## config.mk

```make
export PLATFORM = sky130hd
export DESIGN_NAME = tcw_ctrl
export DESIGN_NICKNAME = d
export VERILOG_FILES = /design/src/design/tcw_pkg.sv /design/src/design/tcw_ctrl.sv
export SDC_FILE = /design/constraint.sdc
export NUM_CORES = 1
export LEC_CHECK = 0
export BUFFER_PORTS_ARGS = -buffer_cell sky130_fd_sc_hd__buf_2
export CAP_MARGIN = 40
export CELL_PAD_IN_SITES_DETAIL_PLACEMENT = 2
export CELL_PAD_IN_SITES_GLOBAL_PLACEMENT = 2
export CORE_MARGIN = 2
export CORE_UTILIZATION = 34
export CTS_CLUSTER_SIZE = 40
export DETAILED_ROUTE_END_ITERATION = 7
export PLACE_DENSITY_LB_ADDON = 0.25
export SYNTH_ARGS = -nofsm -noshare
export SYNTH_HDL_FRONTEND = slang
export SYNTH_SLANG_ARGS = --single-unit
```

## constraint.sdc

```tcl
create_clock -name clk -period 4.5 [get_ports clk]
set_clock_uncertainty 0.1 [all_clocks]
set_input_delay 0.45 -clock clk [delete_from_list [all_inputs] [get_ports clk]]
set_output_delay 0.45 -clock clk [all_outputs]
set_load 0.02 [all_outputs]
```

## src/design/tcw_pkg.sv

```systemverilog
// ----------------------------------------------------------------------------
// tcw_pkg
// Shared types and constants for the text console writer: beat layouts,
// command codes and character codes.
// ----------------------------------------------------------------------------
package tcw_pkg;

	// default screen geometry
	localparam int DEF_COLS = 80;
	localparam int DEF_ROWS = 25;

	// character and attribute codes
	localparam logic [7:0] NEWLINE_CODE = 8'd10;
	localparam logic [7:0] BLANK_CODE   = 8'h20;
	localparam logic [7:0] RESET_COLOR  = 8'd7;

	// command codes
	typedef enum logic [1:0] {
		CMD_PUT_CUR = 2'd0,
		CMD_PUT_POS = 2'd1,
		CMD_CLEAR   = 2'd2,
		CMD_READ    = 2'd3
	} cmd_t;

	// input beat
	typedef struct packed {
		logic [1:0] command;
		logic [7:0] char_code;
		logic [7:0] cell_color;
		logic [6:0] column_in;
		logic [4:0] row_in;
	} in_item_t;

	// result beat
	typedef struct packed {
		logic [15:0] read_data;
		logic [4:0]  cursor_row;
		logic [6:0]  cursor_col;
		logic        line_done;
		logic [4:0]  line_row;
		logic        scrolled;
		logic        redraw;
	} out_item_t;

endpackage

```

## src/design/tcw_ctrl.sv

```systemverilog
// ----------------------------------------------------------------------------
// tcw_ctrl
// Command sequencer: cursor registers, cell writes and reads, the scroll copy
// sweep and the blanking sweep used for reset, clear and the bottom row.
// ----------------------------------------------------------------------------
module tcw_ctrl #(
	parameter int COLS = 80,
	parameter int ROWS = 25
) (
	input  logic clk,
	input  logic arst_n,
	input  logic in_valid,
	input  tcw_pkg::in_item_t in_data,
	output logic in_stall,
	input  logic [7:0] text_color,
	input  logic out_free,
	output logic res_valid,
	output tcw_pkg::out_item_t res,
	output logic mem_we,
	output logic [$clog2(ROWS)+$clog2(COLS)-1:0] mem_waddr,
	output logic [15:0] mem_wdata,
	output logic mem_re,
	output logic [$clog2(ROWS)+$clog2(COLS)-1:0] mem_raddr,
	input  logic [15:0] mem_rdata
);
	import tcw_pkg::*;

	localparam int ROW_W  = $clog2(ROWS);
	localparam int COL_W  = $clog2(COLS);
	localparam int ADDR_W = ROW_W + COL_W;
	localparam logic [ROW_W-1:0] LAST_ROW = ROW_W'(ROWS - 1);
	localparam logic [ROW_W-1:0] PENULT_ROW = ROW_W'(ROWS - 2);
	localparam logic [COL_W-1:0] LAST_COL = COL_W'(COLS - 1);

	typedef enum logic [5:0] {
		S_IDLE   = 6'b000001,
		S_EXEC   = 6'b000010,
		S_RDWAIT = 6'b000100,
		S_SCROLL = 6'b001000,
		S_BLANK  = 6'b010000,
		S_FIN    = 6'b100000
	} state_t;

	state_t state_q, state_d;
	in_item_t item_q;
	logic [ROW_W-1:0] crow_q;
	logic [COL_W-1:0] ccol_q;
	logic [ROW_W-1:0] row_q, row_d;
	logic [COL_W-1:0] col_q, col_d;
	logic scan_done_q, scan_done_d;
	logic cp_valid_s1;
	logic [ADDR_W-1:0] cp_addr_s1;
	logic cp_issue;
	logic [7:0] blank_color_q, blank_color_d;
	logic want_res_q, want_res_d;
	out_item_t res_q;
	logic res_ld;
	out_item_t res_ld_val;

	// decode of the held item
	logic in_range;
	logic is_nl, wrap, end_line, last_row, do_scroll;
	logic [COL_W:0] col_inc;
	logic [ROW_W-1:0] new_row;
	logic [COL_W-1:0] new_col;
	logic cur_update;
	out_item_t res_now;

	always_comb begin
		in_range = ({1'b0, item_q.column_in} < 8'(COLS)) &&
			({1'b0, item_q.row_in} < 6'(ROWS));
		is_nl    = item_q.char_code == NEWLINE_CODE;
		col_inc  = {1'b0, ccol_q} + 1'b1;
		wrap     = !is_nl && (col_inc == (COL_W+1)'(COLS));
		end_line = is_nl || wrap;
		last_row = crow_q == LAST_ROW;
		do_scroll = end_line && last_row;
		if (end_line) begin
			new_row = last_row ? crow_q : crow_q + 1'b1;
			new_col = '0;
		end else begin
			new_row = crow_q;
			new_col = col_inc[COL_W-1:0];
		end
	end

	// result for the held item, cursor as it stands after the item
	always_comb begin
		res_now = '0;
		res_now.cursor_row = 5'(crow_q);
		res_now.cursor_col = 7'(ccol_q);
		unique case (cmd_t'(item_q.command))
			CMD_PUT_CUR: begin
				res_now.cursor_row = 5'(new_row);
				res_now.cursor_col = 7'(new_col);
				res_now.line_done  = end_line;
				res_now.line_row   = end_line ? 5'(crow_q) : 5'd0;
				res_now.scrolled   = do_scroll;
				res_now.redraw     = do_scroll;
			end
			CMD_CLEAR: begin
				res_now.redraw = 1'b1;
			end
			CMD_READ: begin
				res_now.read_data = in_range ? mem_rdata : 16'd0;
			end
			default: begin
			end
		endcase
	end

	// sequencer
	always_comb begin
		state_d       = state_q;
		row_d         = row_q;
		col_d         = col_q;
		scan_done_d   = scan_done_q;
		blank_color_d = blank_color_q;
		want_res_d    = want_res_q;
		res_valid     = 1'b0;
		res           = res_q;
		res_ld        = 1'b0;
		res_ld_val    = res_now;
		cur_update    = 1'b0;
		cp_issue      = 1'b0;
		mem_we        = 1'b0;
		mem_waddr     = '0;
		mem_wdata     = '0;
		mem_re        = 1'b0;
		mem_raddr     = '0;
		unique case (state_q)
			S_IDLE: begin
				if (in_valid) begin
					state_d = S_EXEC;
				end
			end
			S_EXEC: begin
				unique case (cmd_t'(item_q.command))
					CMD_PUT_CUR: begin
						cur_update = 1'b1;
						mem_we     = !is_nl;
						mem_waddr  = {crow_q, ccol_q};
						mem_wdata  = {text_color, item_q.char_code};
						if (do_scroll) begin
							res_ld        = 1'b1;
							row_d         = '0;
							col_d         = '0;
							scan_done_d   = 1'b0;
							blank_color_d = text_color;
							want_res_d    = 1'b1;
							state_d       = S_SCROLL;
						end else begin
							res_valid = 1'b1;
							res       = res_now;
						end
					end
					CMD_PUT_POS: begin
						mem_we    = in_range;
						mem_waddr = {item_q.row_in[ROW_W-1:0], item_q.column_in[COL_W-1:0]};
						mem_wdata = {item_q.cell_color, item_q.char_code};
						res_valid = 1'b1;
						res       = res_now;
					end
					CMD_CLEAR: begin
						res_ld        = 1'b1;
						row_d         = '0;
						col_d         = '0;
						blank_color_d = text_color;
						want_res_d    = 1'b1;
						state_d       = S_BLANK;
					end
					CMD_READ: begin
						mem_re    = in_range;
						mem_raddr = {item_q.row_in[ROW_W-1:0], item_q.column_in[COL_W-1:0]};
						state_d   = S_RDWAIT;
					end
					default: begin
					end
				endcase
				if (res_valid) begin
					res_ld  = !out_free;
					state_d = out_free ? S_IDLE : S_FIN;
				end
			end
			S_RDWAIT: begin
				res_valid = 1'b1;
				res       = res_now;
				res_ld    = !out_free;
				state_d   = out_free ? S_IDLE : S_FIN;
			end
			S_SCROLL: begin
				// read the row below, write it into this row in the following cycle
				mem_we    = cp_valid_s1;
				mem_waddr = cp_addr_s1;
				mem_wdata = mem_rdata;
				if (!scan_done_q) begin
					cp_issue  = 1'b1;
					mem_re    = 1'b1;
					mem_raddr = {row_q + 1'b1, col_q};
					if (col_q == LAST_COL) begin
						col_d = '0;
						if (row_q == PENULT_ROW) begin
							scan_done_d = 1'b1;
						end else begin
							row_d = row_q + 1'b1;
						end
					end else begin
						col_d = col_q + 1'b1;
					end
				end else begin
					row_d   = LAST_ROW;
					col_d   = '0;
					state_d = S_BLANK;
				end
			end
			S_BLANK: begin
				mem_we    = 1'b1;
				mem_waddr = {row_q, col_q};
				mem_wdata = {blank_color_q, BLANK_CODE};
				if (col_q == LAST_COL) begin
					col_d = '0;
					if (row_q == LAST_ROW) begin
						state_d = want_res_q ? S_FIN : S_IDLE;
					end else begin
						row_d = row_q + 1'b1;
					end
				end else begin
					col_d = col_q + 1'b1;
				end
			end
			S_FIN: begin
				res_valid = 1'b1;
				if (out_free) begin
					state_d = S_IDLE;
				end
			end
			default: begin
				state_d = S_IDLE;
			end
		endcase
	end

	assign in_stall = (state_q != S_IDLE);

	// control registers; reset starts the blanking pass in the reset colour
	always_ff @(posedge clk or negedge arst_n) begin
		if (!arst_n) begin
			state_q       <= S_BLANK;
			row_q         <= '0;
			col_q         <= '0;
			scan_done_q   <= 1'b0;
			blank_color_q <= RESET_COLOR;
			want_res_q    <= 1'b0;
			crow_q        <= '0;
			ccol_q        <= '0;
			cp_valid_s1   <= 1'b0;
		end else begin
			state_q       <= state_d;
			row_q         <= row_d;
			col_q         <= col_d;
			scan_done_q   <= scan_done_d;
			blank_color_q <= blank_color_d;
			want_res_q    <= want_res_d;
			cp_valid_s1   <= cp_issue;
			if (cur_update) begin
				crow_q <= new_row;
				ccol_q <= new_col;
			end
		end
	end

	// payload registers
	always_ff @(posedge clk) begin
		if (state_q == S_IDLE && in_valid) begin
			item_q <= in_data;
		end
		if (res_ld) begin
			res_q <= res_ld_val;
		end
		cp_addr_s1 <= {row_q, col_q};
	end

	// cursor always inside the screen
	a_cursor_range: assert property (@(posedge clk) disable iff (!arst_n)
		(32'(crow_q) < ROWS) && (32'(ccol_q) < COLS))
		else $error("cursor outside screen");

	// a copy write only follows a read issued in the scroll sweep
	a_copy_in_scroll: assert property (@(posedge clk) disable iff (!arst_n)
		cp_valid_s1 |-> state_q == S_SCROLL)
		else $error("copy write outside scroll sweep");

	// the read port never hits the cell being written
	a_no_rw_clash: assert property (@(posedge clk) disable iff (!arst_n)
		(mem_re && mem_we) |-> mem_raddr != mem_waddr)
		else $error("read and write to the same cell");

	// an accepted beat is worked on in the next cycle
	a_accept_exec: assert property (@(posedge clk) disable iff (!arst_n)
		(state_q == S_IDLE && in_valid) |=> state_q == S_EXEC)
		else $error("accepted beat not executed");

	// a scroll leaves the cursor at the start of the last row
	a_scroll_cursor: assert property (@(posedge clk) disable iff (!arst_n)
		(res_valid && res.scrolled) |->
		(32'(res.cursor_row) == ROWS - 1) && (res.cursor_col == 7'd0))
		else $error("cursor wrong after scroll");

endmodule

```

==> results.toml <==
[run_status]
status = "finished clean"

[job]
max_cap_violations = 0

[global_route]
antenna_found_initial = 0
grt_pass1_wl_mm = 31.8
grt.total_usage = 0.228
grt_start_max_net_pins = 37
overflow = 0
first_global_vias = 5514

[drt]
ant_nets = 0
wire_per_inst_um = 22.0
drt_iter0_markers = 289
num_vias = 5060
viasPerCell = 5.49
drc = 0
first_pass_iters = 6
routed_wl_mm = 20.3

[critical_path]
start_kind = "flip-flop"
r2r-end = "res_q[11]$_DFFE_PP_"
worstPathRequired_ns = 3.95
critPathArrivalTime_ns = 3.36
rr_worst_depth = 7
cp_max_fo = 17
criticalPathCategory = "reg2out"
rrSetupSlack_ns = 1.30
rr_startpoint = "ccol_q[0]$_DFFE_PN0P_"
crit_path_end_kind = "output pin"

[floorplanning]
core_area_sq_um = 17200
io_pins = 138
rows = 48
dieHeight_um = 137
initial_core_util = 0.346
die-area_sq_um = 18600
die_w_um = 137

[yosys]
yosys.area_share.simple = 0.172
synth_compound_area_frac = 0.183
ys_seq_area_frac = 0.545
postSynthAreaPerCell_sq_um = 10.9
async_reset_ff_frac = 0.345
synth-seq-cells = 119
netlist_area_sq_um = 5970
synthMuxAreaShare = 0.0398
synth_top_flop_cell = "edfxtp_1"
synth-xor-area-share = 0.0132
synth_cell_types = 67
syn-num-nets = 612
synth_top_family_by_area = "compound AO/OA/AOI/OAI gates"
postSynthCellCount = 548
ys_warn_count = 0
synth-edff-count = 66
synthAdderAreaFrac = 0.0126

[finish]
layout_commonest_cell = "buf_2"
nets = 746
mostFrequentLayoutCells = "137 x buf_2, 81 x nand2_1, 66 x edfxtp_1"
drive_gt1_frac = 0.318
nFillCells = 1821
stdcell_count = 921
syn_to_final_growth_pct = 26.4

[place]
dp_slack_ns = 1.08
gp_congestion = 0.828
place_inst = 887
portBuffers = 137
hpwl_mm = 14.4

[power]
p_clk_frac = 0.375
ir_worst_vdd_mv = 0.312
p_sw_frac = 0.316
power_w = 0.00383
seq_power_share = 0.398
internal_power_w = 0.00262
powerDensity_nw_per_um2 = 508
p_switching_w = 0.00121
pwr-share-comb = 0.227
p_leak_nw = 3.28

[clock_network]
cts-resized-gates = 0
cts_tree = "yes"
cts.clk_slew.worst_paths_ns = 0.06
clock_latency_ns = 0.43
cts_made_buffers = 17
cts-root-buf = "clkbuf_16"
clock_sinks = 119
htree_levels = 4
cts_buffer_depth = 2

[hold_path]
hold_depth = 1
hold_start = "in_data[17]"
min_to = "item_q[17]$_DFFE_PP_"
hold_path_class = "in2reg"

[timing]
post-route-min-period_ns = 3.91
hold_violations = 0
tns_ns = 0
maxSlewHeadroom = 0.407
fmax_ghz = 0.256
setup_viol = 0
worstMarginPinSlew_ns = 0.878
finalWorstSetupSlack_ns = 0.590
rsz0062_at_grt = "no"
period_share = 0.869
slew_viol_final = 0
==> cells in the mapped netlist, drive strengths merged, types with 5 or more instances <==
cell | count | share of area
nand3 | 14 | 0.012
o31ai | 7 | 0.0088
nand2b | 7 | 0.0090
a31oi | 9 | 0.012
buf | 12 | 0.012
a222oi | 20 | 0.034
a21oi | 17 | 0.015
mux2 | 19 | 0.036
xnor2 | 5 | 0.0073
a22o | 37 | 0.054
nor2 | 34 | 0.022
nor3 | 10 | 0.013
dfrtp | 37 | 0.16
edfxtp | 66 | 0.33
and2 | 21 | 0.022
clkbuf | 23 | 0.014
dfxtp | 12 | 0.040
o21ai | 37 | 0.034
nand2 | 81 | 0.051
inv | 13 | 0.0082
ha | 6 | 0.013
==> sequential cells by signal (all words and copies together), names as in the netlist <==
signal,count
item_q,30
state_q,6
cp_valid_s1,1
blank_color_q,8
res_q,36
scan_done_q,1
col_q,7
ccol_q,7
want_res_q,1
row_q,5
crow_q,5
cp_addr_s1,12
==> how the worst max path moves through the flow <==
stage,startpoint,slack [ns],cells after the start,to
final,state_q[5]$_DFFE_PN0P_,0.59,6,res[15]
after global routing,state_q[5]$_DFFE_PN0P_,0.45,6,res[18]
after CTS,state_q[5]$_DFFE_PN0P_,0.58,6,res[15]
after detailed placement,state_q[5]$_DFFE_PN0P_,1.08,6,res[15]
after global placement,state_q[5]$_DFFE_PN0P_,1.21,6,res[13]
after floorplan,state_q[5]$_DFFE_PN0P_,0.77,4,res_q[0]$_DFFE_PP_
==> layer usage <==
metal	global-route usage	vias to the layer above	part of all wire
met4	0.0689	0	0.014
met2	0.389	118	0.52
met3	0.0463	22	0.040
met5	0	-	0
li1	-	2335	-
met1	0.292	2585	0.43
==> through the flow <==
| step | area, sq um | hold slack (ns) | util |
|---|---|---|---|
| detailed placement | 6930 | 0.330 | 0.402 |
| CTS | 7550 | 0.0733 | 0.438 |
| finish | 7550 | 0.0902 | 0.438 |
| global placement | 6860 | 0.356 | 0.398 |
| global route | 7550 | 0.0802 | 0.438 |
| floorplan | 5970 | 0.0544 | - |
==> layout make-up <==
class	count	area, sq um	share of cell area
Sequential cell	119	3250	0.431
Tap cell	225	282	0.0373
Antenna cell	1	2.50	0.000331
Timing Repair Buffer	150	826	0.109
Multi-Input combinational cell	381	2530	0.335
Clock inverter	14	181	0.0240
Inverter	13	48.8	0.00646
Clock buffer	18	429	0.0568
==> worst max-delay path: stages, from the launching register on <==
cell     delay [ns]
dfrtp_1        0.40
or4_1          0.64
nor2_1         0.51
nor2_1         0.24
a31oi_4        0.56
mux2_2         0.41
buf_2          0.16
==> power by group through the flow <==
| stage | combinational [W] | clock (W) | sequential, W |
|---|---|---|---|
| after floorplan | 0.000594 | 0 | 0.00148 |
| after global placement | 0.000832 | 0 | 0.00153 |
| after detailed placement | 0.000876 | 0 | 0.00155 |
| after CTS | 0.000885 | 0.00146 | 0.00153 |
| after global routing | 0.000948 | 0.00151 | 0.00156 |
| final | 0.000869 | 0.00144 | 0.00153 |
==> logic make-up (layout without fill, tap and decap cells) <==
family                     Yosys count  count (layout)
and+or+nand+nor                    200             200
AOI/OAI and AO/OA                  145             145
other                                0               1
DFF                                119             119
buffers and inverters               48             195
adders and majority gates            6               6
xor gates and xnor gates             9               9
muxes                               21              21
==> what timing repair did <==
| item | in CTS | in global routing |
|---|---|---|
| setup buffers | 0 | 0 |
| hold buffers | 1 | 0 |
| endpoints found under the hold margin | 13 | 0 |
(Power assumes the default switching activity.)
